<file path="src/rtl/tcw_pkg.sv">
// ----------------------------------------------------------------------------
// tcw_pkg: shared types and constants of the text console writer
// Screen geometry, parser phases, register indexes, and the structs that
// pass between the step logic and the top level.
// ----------------------------------------------------------------------------
package tcw_pkg;

    localparam int unsigned COLS     = 80;
    localparam int unsigned ROWS     = 25;
    localparam int unsigned TAB_STEP = 8;

    localparam logic [7:0] RESET_ATTR = 8'h0F;

    localparam logic [7:0] BYTE_LF  = 8'd10;
    localparam logic [7:0] BYTE_CR  = 8'd13;
    localparam logic [7:0] BYTE_TAB = 8'd9;

    // Configuration register indexes
    localparam logic [2:0] CFG_ESCAPE = 3'd0;
    localparam logic [2:0] CFG_CLEAR  = 3'd1;
    localparam logic [2:0] CFG_COLOR  = 3'd2;
    localparam logic [2:0] CFG_COLUMN = 3'd3;
    localparam logic [2:0] CFG_ROW    = 3'd4;

    typedef enum logic [2:0] {
        PH_IDLE,
        PH_CMD,
        PH_ARG_COLOR,
        PH_ARG_COL,
        PH_ARG_ROW
    } t_phase;

    typedef struct packed {
        logic [7:0] escape_code;
        logic [7:0] clear_code;
        logic [7:0] color_code;
        logic [7:0] column_code;
        logic [7:0] row_code;
    } t_codes;

    typedef struct packed {
        logic [6:0] column;
        logic [4:0] row;
        logic [7:0] attr;
    } t_cursor;

    typedef struct packed {
        logic        cell_write;
        logic [10:0] cell_index;
        logic [7:0]  glyph;
        logic [7:0]  attribute;
        logic        clear_request;
        logic        counted_text;
        logic [6:0]  cursor_column;
        logic [4:0]  cursor_row;
    } t_result;

endpackage

</file>
<file path="src/rtl/tcw_step.sv">
// ----------------------------------------------------------------------------
// tcw_step: escape parser and cursor update for one byte
// Pure combinational logic: from the current parser phase, cursor and colour
// it forms the next phase, the next cursor state and the result of the item.
// ----------------------------------------------------------------------------
module tcw_step
    import tcw_pkg::*;
(
    input  t_phase     i_phase,
    input  t_cursor    i_cur,
    input  t_codes     i_codes,
    input  logic [7:0] i_data_byte,
    input  logic       i_last_of_buffer,
    output t_phase     o_phase,
    output t_cursor    o_cur,
    output t_result    o_result
);

    logic [10:0] cell_idx;
    logic        on_screen;
    logic [7:0]  tab_col;

    // row * 80 = row * 64 + row * 16
    assign cell_idx  = {4'd0, i_cur.column}
                     + {i_cur.row, 6'd0}
                     + {2'd0, i_cur.row, 4'd0};
    assign on_screen = (i_cur.row < 5'(ROWS));
    assign tab_col   = {1'b0, i_cur.column} + 8'(TAB_STEP);

    // Next parser phase
    always_comb begin
        o_phase = PH_IDLE;
        case (i_phase)
            PH_IDLE: begin
                if (i_data_byte == i_codes.escape_code) begin
                    o_phase = PH_CMD;
                end
            end
            PH_CMD: begin
                if (i_data_byte == i_codes.clear_code) begin
                    o_phase = PH_IDLE;
                end else if (i_data_byte == i_codes.color_code) begin
                    o_phase = PH_ARG_COLOR;
                end else if (i_data_byte == i_codes.column_code) begin
                    o_phase = PH_ARG_COL;
                end else if (i_data_byte == i_codes.row_code) begin
                    o_phase = PH_ARG_ROW;
                end
            end
            default: o_phase = PH_IDLE;
        endcase
        // A sequence cut off at the end of a write is dropped.
        if (i_last_of_buffer) begin
            o_phase = PH_IDLE;
        end
    end

    // Cursor, colour and result
    always_comb begin
        o_cur    = i_cur;
        o_result = '0;
        case (i_phase)
            PH_IDLE: begin
                if (i_data_byte != i_codes.escape_code) begin
                    o_result.counted_text = 1'b1;
                    if (on_screen) begin
                        if (i_data_byte == BYTE_LF) begin
                            o_cur.row    = i_cur.row + 5'd1;
                            o_cur.column = '0;
                        end else if (i_data_byte == BYTE_CR) begin
                            o_cur.column = '0;
                        end else if (i_data_byte == BYTE_TAB) begin
                            if (tab_col > 8'(COLS - 1)) begin
                                o_cur.row    = i_cur.row + 5'd1;
                                o_cur.column = 7'(tab_col - 8'(COLS));
                            end else begin
                                o_cur.column = tab_col[6:0];
                            end
                        end else begin
                            o_result.cell_write = 1'b1;
                            o_result.cell_index = cell_idx;
                            o_result.glyph      = i_data_byte;
                            o_result.attribute  = i_cur.attr;
                            if (i_cur.column == 7'(COLS - 1)) begin
                                o_cur.column = '0;
                                o_cur.row    = i_cur.row + 5'd1;
                            end else begin
                                o_cur.column = i_cur.column + 7'd1;
                            end
                        end
                    end
                end
            end
            PH_CMD: begin
                if (i_data_byte == i_codes.clear_code) begin
                    o_cur.column           = '0;
                    o_cur.row              = '0;
                    o_cur.attr             = RESET_ATTR;
                    o_result.clear_request = 1'b1;
                end
            end
            PH_ARG_COLOR: begin
                o_cur.attr = i_data_byte;
            end
            PH_ARG_COL: begin
                if (i_data_byte < 8'(COLS)) begin
                    o_cur.column = i_data_byte[6:0];
                end
            end
            PH_ARG_ROW: begin
                if (i_data_byte < 8'(ROWS)) begin
                    o_cur.row = i_data_byte[4:0];
                end
            end
            default: begin
                o_cur = i_cur;
            end
        endcase
        o_result.cursor_column = o_cur.column;
        o_result.cursor_row    = o_cur.row;
    end

endmodule

</file>
<file path="src/rtl/text_console_writer_top.sv">
// ----------------------------------------------------------------------------
// text_console_writer_top: 80x25 text console writer
// A result is registered in the output stage as its byte is accepted.
// Throughput: one byte per cycle while the skid entry is empty; the cursor
// and parser update is one registered pass, and a two-entry output stage
// absorbs a stall. Reset (synchronous, active low): cursor 0,0, colour 0x0F,
// parser idle, command codes to their defaults, output stage empty.
// ----------------------------------------------------------------------------
module text_console_writer_top
    import tcw_pkg::*;
(
    input  logic        i_clk,
    input  logic        i_rst_n,
    // configuration
    input  logic        i_cfg_we,
    input  logic [2:0]  i_cfg_index,
    input  logic [7:0]  i_cfg_data,
    // input channel
    input  logic        i_valid,
    output logic        o_stall,
    input  logic [7:0]  i_data_byte,
    input  logic        i_last_of_buffer,
    // output channel
    output logic        o_valid,
    input  logic        i_stall,
    output logic        o_cell_write,
    output logic [10:0] o_cell_index,
    output logic [7:0]  o_glyph,
    output logic [7:0]  o_attribute,
    output logic        o_clear_request,
    output logic        o_counted_text,
    output logic [6:0]  o_cursor_column,
    output logic [4:0]  o_cursor_row
);

    t_codes  r_codes;
    t_cursor r_cur;
    t_phase  r_phase;
    t_cursor n_cur;
    t_phase  n_phase;
    t_result n_result;

    t_result r_out;
    logic    r_out_valid;
    t_result r_skid;
    logic    r_skid_valid;

    logic in_acc;
    logic out_take;

    assign o_stall  = r_skid_valid;
    assign in_acc   = i_valid & ~r_skid_valid;
    assign out_take = r_out_valid & ~i_stall;

    tcw_step u_step (
        .i_phase          (r_phase),
        .i_cur            (r_cur),
        .i_codes          (r_codes),
        .i_data_byte      (i_data_byte),
        .i_last_of_buffer (i_last_of_buffer),
        .o_phase          (n_phase),
        .o_cur            (n_cur),
        .o_result         (n_result)
    );

    always_ff @(posedge i_clk) begin
        if (!i_rst_n) begin
            r_codes.escape_code <= 8'd27;
            r_codes.clear_code  <= 8'd67;
            r_codes.color_code  <= 8'd75;
            r_codes.column_code <= 8'd88;
            r_codes.row_code    <= 8'd89;
        end else if (i_cfg_we) begin
            case (i_cfg_index)
                CFG_ESCAPE: r_codes.escape_code <= i_cfg_data;
                CFG_CLEAR:  r_codes.clear_code  <= i_cfg_data;
                CFG_COLOR:  r_codes.color_code  <= i_cfg_data;
                CFG_COLUMN: r_codes.column_code <= i_cfg_data;
                CFG_ROW:    r_codes.row_code    <= i_cfg_data;
                default: begin
                end
            endcase
        end
    end

    always_ff @(posedge i_clk) begin
        if (!i_rst_n) begin
            r_cur.column <= '0;
            r_cur.row    <= '0;
            r_cur.attr   <= RESET_ATTR;
            r_phase      <= PH_IDLE;
        end else if (in_acc) begin
            r_cur   <= n_cur;
            r_phase <= n_phase;
        end
    end

    // Output register with a skid entry behind it. The skid only fills when
    // an item arrives while the output register is held by a stall.
    always_ff @(posedge i_clk) begin
        if (!i_rst_n) begin
            r_out_valid  <= 1'b0;
            r_skid_valid <= 1'b0;
        end else if (r_skid_valid) begin
            if (out_take) begin
                r_out        <= r_skid;
                r_skid_valid <= 1'b0;
            end
        end else if (in_acc) begin
            if (!r_out_valid || out_take) begin
                r_out       <= n_result;
                r_out_valid <= 1'b1;
            end else begin
                r_skid       <= n_result;
                r_skid_valid <= 1'b1;
            end
        end else if (out_take) begin
            r_out_valid <= 1'b0;
        end
    end

    assign o_valid         = r_out_valid;
    assign o_cell_write    = r_out.cell_write;
    assign o_cell_index    = r_out.cell_index;
    assign o_glyph         = r_out.glyph;
    assign o_attribute     = r_out.attribute;
    assign o_clear_request = r_out.clear_request;
    assign o_counted_text  = r_out.counted_text;
    assign o_cursor_column = r_out.cursor_column;
    assign o_cursor_row    = r_out.cursor_row;

    // The skid entry is only ever occupied behind a full output register.
    a_skid_behind_out: assert property (@(posedge i_clk) disable iff (!i_rst_n)
        r_skid_valid |-> r_out_valid)
        else $error("skid entry valid while output register is empty");

    // The cursor never leaves the screen except one row past the bottom.
    a_cursor_range: assert property (@(posedge i_clk) disable iff (!i_rst_n)
        (r_cur.column < 7'(COLS)) && (r_cur.row <= 5'(ROWS)))
        else $error("cursor out of range");

    // A byte that ends a write always leaves the parser idle.
    a_last_idles: assert property (@(posedge i_clk) disable iff (!i_rst_n)
        (in_acc && i_last_of_buffer) |=> (r_phase == PH_IDLE))
        else $error("parser not idle after last byte of a write");

    // A cell write lies on screen and never comes with a clear.
    a_write_sane: assert property (@(posedge i_clk) disable iff (!i_rst_n)
        (r_out_valid && r_out.cell_write) |->
            (!r_out.clear_request && r_out.counted_text
             && (r_out.cell_index < 11'(COLS * ROWS))))
        else $error("inconsistent cell write result");

endmodule

</file>
<file path="config.mk">
export PLATFORM = sky130hd
export DESIGN_NAME = text_console_writer_top
export DESIGN_NICKNAME = d
export VERILOG_FILES = /design/src/rtl/tcw_pkg.sv /design/src/rtl/tcw_step.sv /design/src/rtl/text_console_writer_top.sv
export SDC_FILE = /design/constraint.sdc
export NUM_CORES = 1
export LEC_CHECK = 0
export ABC_AREA = 1
export BUFFER_PORTS_ARGS = -buffer_cell sky130_fd_sc_hd__buf_2
export CAP_MARGIN = 20
export CORE_MARGIN = 10
export CORE_UTILIZATION = 46
export CTS_CLUSTER_DIAMETER = 150
export CTS_CLUSTER_SIZE = 30
export DETAILED_ROUTE_END_ITERATION = 10
export SETUP_SLACK_MARGIN = 0.1
export SYNTH_ARGS = -nofsm -noshare
export SYNTH_HDL_FRONTEND = slang
export SYNTH_SLANG_ARGS = --single-unit
</file>
<file path="constraint.sdc">
create_clock -name i_clk -period 3.4 [get_ports i_clk]
set_input_delay 0.17 -clock i_clk [delete_from_list [all_inputs] [get_ports i_clk]]
set_output_delay 0.17 -clock i_clk [all_outputs]
set_load 0.01 [all_outputs]
</file>
# [Word level (Yosys, flattened, before mapping)]
# Cells that the tools add are included.
[totals] wordCells=124 mem_bits_ro=0 ff_bits=149 inputBits=25 latch_bits=0 mem_bits_rw=0 n_memories=0 output_inout_bits=44
[op_classes] n_mul=0 add_sub_neg=6 eq_ne=21 div=0 shift=0 mux=44 bitwise=5 reduce_logical=17 magnitude_cmp=4
[op_table] operator="two-way mux 28 bit" n=6
[op_table] operator="two-way mux 42 bit" n=4
[op_table] operator="two-way mux 12 bit" n=4
[op_table] operator="== test 8 bit" n=5
[op_table] operator="two-way mux 7 bit" n=4
[op_table] operator="== test 8 x 4 -> 1 bit (second input constant)" n=3
[op_table] operator="case mux 7 bit (3 select lines)" n=1
[op_table] operator="two-way mux 20 bit" n=1
[op_table] operator="two-way mux 5 bit" n=4
[op_table] operator="case mux 8 bit (2 select lines)" n=1
[op_table] operator="two-way mux 3 bit" n=5
[op_table] operator="case mux 5 bit (3 select lines)" n=1
[op_table] operator="== test 3 x 2 -> 1 bit (second input constant)" n=4
[op_table] operator="two-way mux 1 bit" n=12
[op_table] operator="adder 11 x 9 -> 11 bit" n=1
[op_table] operator="adder 7 x 11 -> 11 bit" n=1
[op_table] operator="AND reduction 2 bit" n=5
[op_table] operator="adder 7 x 4 -> 8 bit (second input constant)" n=1
[op_table] operator="greater-than comparator 8 x 7 -> 1 bit (second input constant)" n=1
[op_table] operator="less-than comparator 8 x 5 -> 1 bit (second input constant)" n=1
[op_table] operator="less-than comparator 8 x 7 -> 1 bit (second input constant)" n=1
[op_table] operator="inequality test 8 bit" n=1
[op_table] operator="AND reduction 4 bit" n=2
[op_table] operator="nonzero test 2 bit" n=4
[op_table] operator="15 further kinds" n=24

# [Depth between registers and ports, before layout]
[depth] ltp_word=12 mapped_depth=18 mapped_depth_nobuf=18

# [Cells and area by module]
# From an unflattened synthesis, not the netlist that was laid out.
[unflattened] cells_unflattened=1017 area_unflattened_um2=7933.9
[modules_own_cells] mod="text_console_writer_top" area_each_um2=5534.1 instances=1 cells_each=557 seq_area_each_um2=3823.7
[modules_own_cells] mod="tcw_step" area_each_um2=2399.8 instances=1 cells_each=460 seq_area_each_um2=0.0

# [Worst setup path before layout]
# Ideal clock, no wire load.
[synth_path] path_kind="register -> register" startpoint="reg r_skid_valid (netlist: o_stall)" endpoint="reg r_out, in the netlist o_attribute[0] (enable)" path_buffers=2 setup_time_ps=441 arrival_ps=2780 period_less_slack_ps=3221 path_stages_with_launch=7 slack_ps=179 required_time_ps=2959 path_cell_list="dfxtp_1 -> clkbuf_1 -> inv_1 -> clkbuf_1 -> o21ai_0 -> nand2_1 -> nor2_1"
[synth_via] elab_chain_cells=4 word_cells_on_any_way=6 cone_classes="eq/ne: 1; bitwise: 2; reduce/logical: 3"
[synth_rtl] item="start, declared" line_no="text_console_writer_top.sv:46" text="logic r_skid_valid;"
[synth_rtl] item="start signal, assigned" line_no="text_console_writer_top.sv:103" text="r_skid_valid <= 1'b0;"
[synth_rtl] item="start signal, assigned" line_no="text_console_writer_top.sv:107" text="r_skid_valid <= 1'b0;"
[synth_rtl] item="start signal, assigned" line_no="text_console_writer_top.sv:115" text="r_skid_valid <= 1'b1;"
[synth_rtl] item="NOT 1 bit (no line)"
[synth_rtl] item="AND 1 bit" line_no="text_console_writer_top.sv:52" text="assign in_acc = i_valid & ~r_skid_valid;"
[synth_rtl] item="nonzero test 2 bit (no line)"
[synth_rtl] item="AND reduction 4 bit (no line) *"
[synth_rtl] item="end signal, assigned" line_no="text_console_writer_top.sv:106" text="r_out <= r_skid;"
[synth_rtl] item="end signal, assigned" line_no="text_console_writer_top.sv:111" text="r_out <= n_result;"
[synth_rtl] item="end, declared" line_no="text_console_writer_top.sv:43" text="t_result r_out;"
# Every way passes the cells marked *; elsewhere a longest branch is shown, timed or not.
# A chain may end at the register's enable or synchronous reset.

==> key figures <==
CTS
  • Later-pin clock latency in the skew report: 430 ps
  • # clock sinks: 149
  • Number of post-CTS setup repair buffers: 0
  • CTS tree: built
  • Post_cts resized: 0
  • Clk root buf: clkbuf_16
  • CTS H-tree depth: 4
  • Cts bufs inserted: 17
  • Cts hold-fix bufs: 0
  • CTS clock-pin slew for the worst setup and hold paths: 60 ps
  • CTS Buffer Depth: 2

Floorplan
  • # IOs: 69
  • Row cnt: 47
  • Die footprint: 0.02255 sq mm
  • Starting Density: 47.00%
  • Die W: 150.2 microns
  • Chip height: 150.2 microns
  • Area of the core: 0.01658 sq mm

Synthesis
  • Synth Register Bits: 149
  • Commonest cells in the netlist: 260 x nand2_1, 84 x edfxtp_1, 83 x inv_1
  • Post-Syn Area: 0.007795 sq mm
  • Ys flop type: edfxtp_1
  • Net count after synthesis: 963
  • Warnings, synthesis: 0
  • Avg Inst Size Synth: 8.454 sq um
  • Register area share after synthesis: 49.05%
  • Count leader, synth: nand2_1
  • Area leader, netlist: edfxtp_1
  • Post-Synthesis Cells: 922
  • Synth top area cells: edfxtp_1 32%, dfxtp_1 17%, nand2_1 13%
  • Post-synth top area share: 32.36%
  • Synth unique cells: 50
  • EDFF count, synth: 84
  • Async SR Flop Fraction: 0%

Cells and area
  • Layout net count: 1025
  • Antenna diodes: 0
  • Layout area overhead: 13.58%
  • Layout cell share with drive strength beyond 1: 19.06%

Critical path
  • Crit Path Class: flip-flop to flip-flop
  • Crit path cell chain: inv_1 -> fa_1 -> inv_1 -> ha_1 -> nand2_1 -> nand2_1 -> a21oi_1 -> or2_2 -> nand2_1 -> a21oi_1 -> a21oi_1 -> o21a_1 -> nand2_1 -> nand2_1
  • Critical Path Start: r_cur[19]
  • Req. time, crit path: 3590 ps
  • Critical-path maximum fanout: 7
  • FF-to-FF setup slack: 640 ps
  • Crit-path leading delay family: adder cells
  • Worst path depth: 14
  • Critical path data arrival time: 2950 ps
  • Largest stage delay, worst path: 560 ps
  • Startpoint types: flip-flop
  • CP Capture Type: flip-flop
  • R2r startpoint: r_cur[19]
  • Crit path top cell by count: nand2_1
  • CP Buf/Inv Count: 2
  • Slowest CP cell: fa_1
  • R2r worst-path depth: 14

Hold path
  • Hold crit path type: primary input to flip-flop
  • Hold Startpoint: i_cfg_data[4]
  • Hold path depth: 3

Timing
  • Worst Skew: 14.09 ps
  • Minimum clock period: 2759 ps
  • Total negative setup slack: 0 ps
  • Unrepaired setup endpoints after global routing: false
  • Final hold vios: 0
  • Slew Limit Fails: 0
  • Relative slew slack: 49.06%
  • Final setup fails: 0
  • Final period util: 81.14%
  • Fmax: 0.3625 GHz
  • Worst-margin pin slew: 761.3 ps

Power
  • Leak: 0.003891 uW
  • Sw power: 1117 uW
  • Reg power frac: 46.6%
  • PwrDens: 491.8 mW/mm^2
  • Power share of the clock group: 42.0%
  • Internal power: 3237 uW
  • Tot Pwr: 4354 uW
  • Switch share: 25.66%
  • Max IR drop VDD: 0.3139 mV
  • Logic pwr share: 11.3%

Route
  • Drt total wl: 19.49 mm
  • Post-route ant nets: 0
  • Routed len/inst: 16.02 microns
  • DR iter-0 viols: 453
  • Vias per cell: 5.081
  • DRC: 0
  • Router iterations before antenna repair: 5
  • Vias: 6183

GRT
  • First-pass GRT wire length: 31.40 mm
  • Number of global-route vias before repair: 5863
  • GRT Util Overall: 17.79%
  • Largest net degree at the start of global routing: 51
  • Total gr overflow: 0
  • Initial antenna violation count: 0

Placement
  • Port buffer count: 68
  • GP Congestion: 0.8811
  • Post-DP HPWL: 13.70 mm

Job
  • Max-cap viol count: 0

Status
  • Outcome: complete, no violations
kinds of logic (layout without fill, tap and decap cells):
group	count (synthesis)	count (layout)	synth area share, %
compound gates	135	135	9.486
xor+xnor	34	34	3.917
fa+ha+maj	16	16	2.761
buf+inv	131	206	7.592
flops	149	149	49.05
simple gates	457	457	27.19
metal layers:
layer	track usage [%]	part of all wire (%)
met5	0	0
met4	6.900	2.0
met3	3.962	4.2
met2	29.19	48
met1	22.40	46
worst register-to-register path, stage by stage (launching register included):
cell,delay (ps)
dfxtp_1,440
inv_1,170
fa_1,570
inv_1,60
ha_1,290
nand2_1,80
nand2_1,50
a21oi_1,140
or2_2,140
nand2_1,40
a21oi_1,180
a21oi_1,90
o21a_1,150
nand2_1,50
nand2_1,40
sequential cells by signal (all words and copies together) (netlist names):
register,count
o_cursor_row,5
o_attribute,8
o_cursor_column,7
r_cur,20
o_counted_text,1
r_skid,42
o_glyph,8
o_cell_index,11
o_valid,1
r_phase,3
o_cell_write,1
o_clear_request,1
r_codes,40
o_stall,1
metrics by stage:
step,area (sq um),util (%),instances,setup slack [ps],hold WS [ps]
floorplan,7795,-,922,178.7,296.3
global placement,8274,49.89,1185,788.4,459.6
detailed placement,8274,49.89,1185,725.9,464.2
CTS,8853,53.39,1217,672.6,25.12
global route,8853,53.39,1217,353.1,46.68
finish,8853,53.39,1217,641.1,50.75
final timing paths:
check,to
worst max-delay path,o_cell_index[10]
worst min-delay path,r_codes[36]
worst max register to register,o_cell_index[10]
worst min register to register,r_codes[27]
power by group through the flow:
stage                     Sequential [uW]  Clock (uW)  Combinational [uW]
after global routing                 2040        1940                 561
after detailed placement             2070           0                 497
after global placement               2070           0                 494
after CTS                            2030        1860                 500
final                                2030        1830                 493
after floorplan                      2080           0                 336
cells in the final DEF (no fill, tap or decap), types with 14 or more instances in the layout:
cell type	instances
clkbuf_16	19
nor3_1	15
nand2_1	260
nand3_1	40
dfxtp_1	65
nor2_2	24
o21ai_0	60
nor2_1	58
xor2_1	20
edfxtp_1	84
buf_2	68
ha_1	14
inv_1	83
a21oi_1	40
layout make-up:
cell class              instances  area [sq um]
inverters                      96         365.4
multi-input cells             642          3395
well taps                     220         275.3
clock buffers                  23         520.5
clock inverters                 9         58.81
fillers                      1557          7730
flip-flops and latches        149          3824
repair buffers                 78         415.4
No activity file was read; power rests on OpenSTA's default activity.
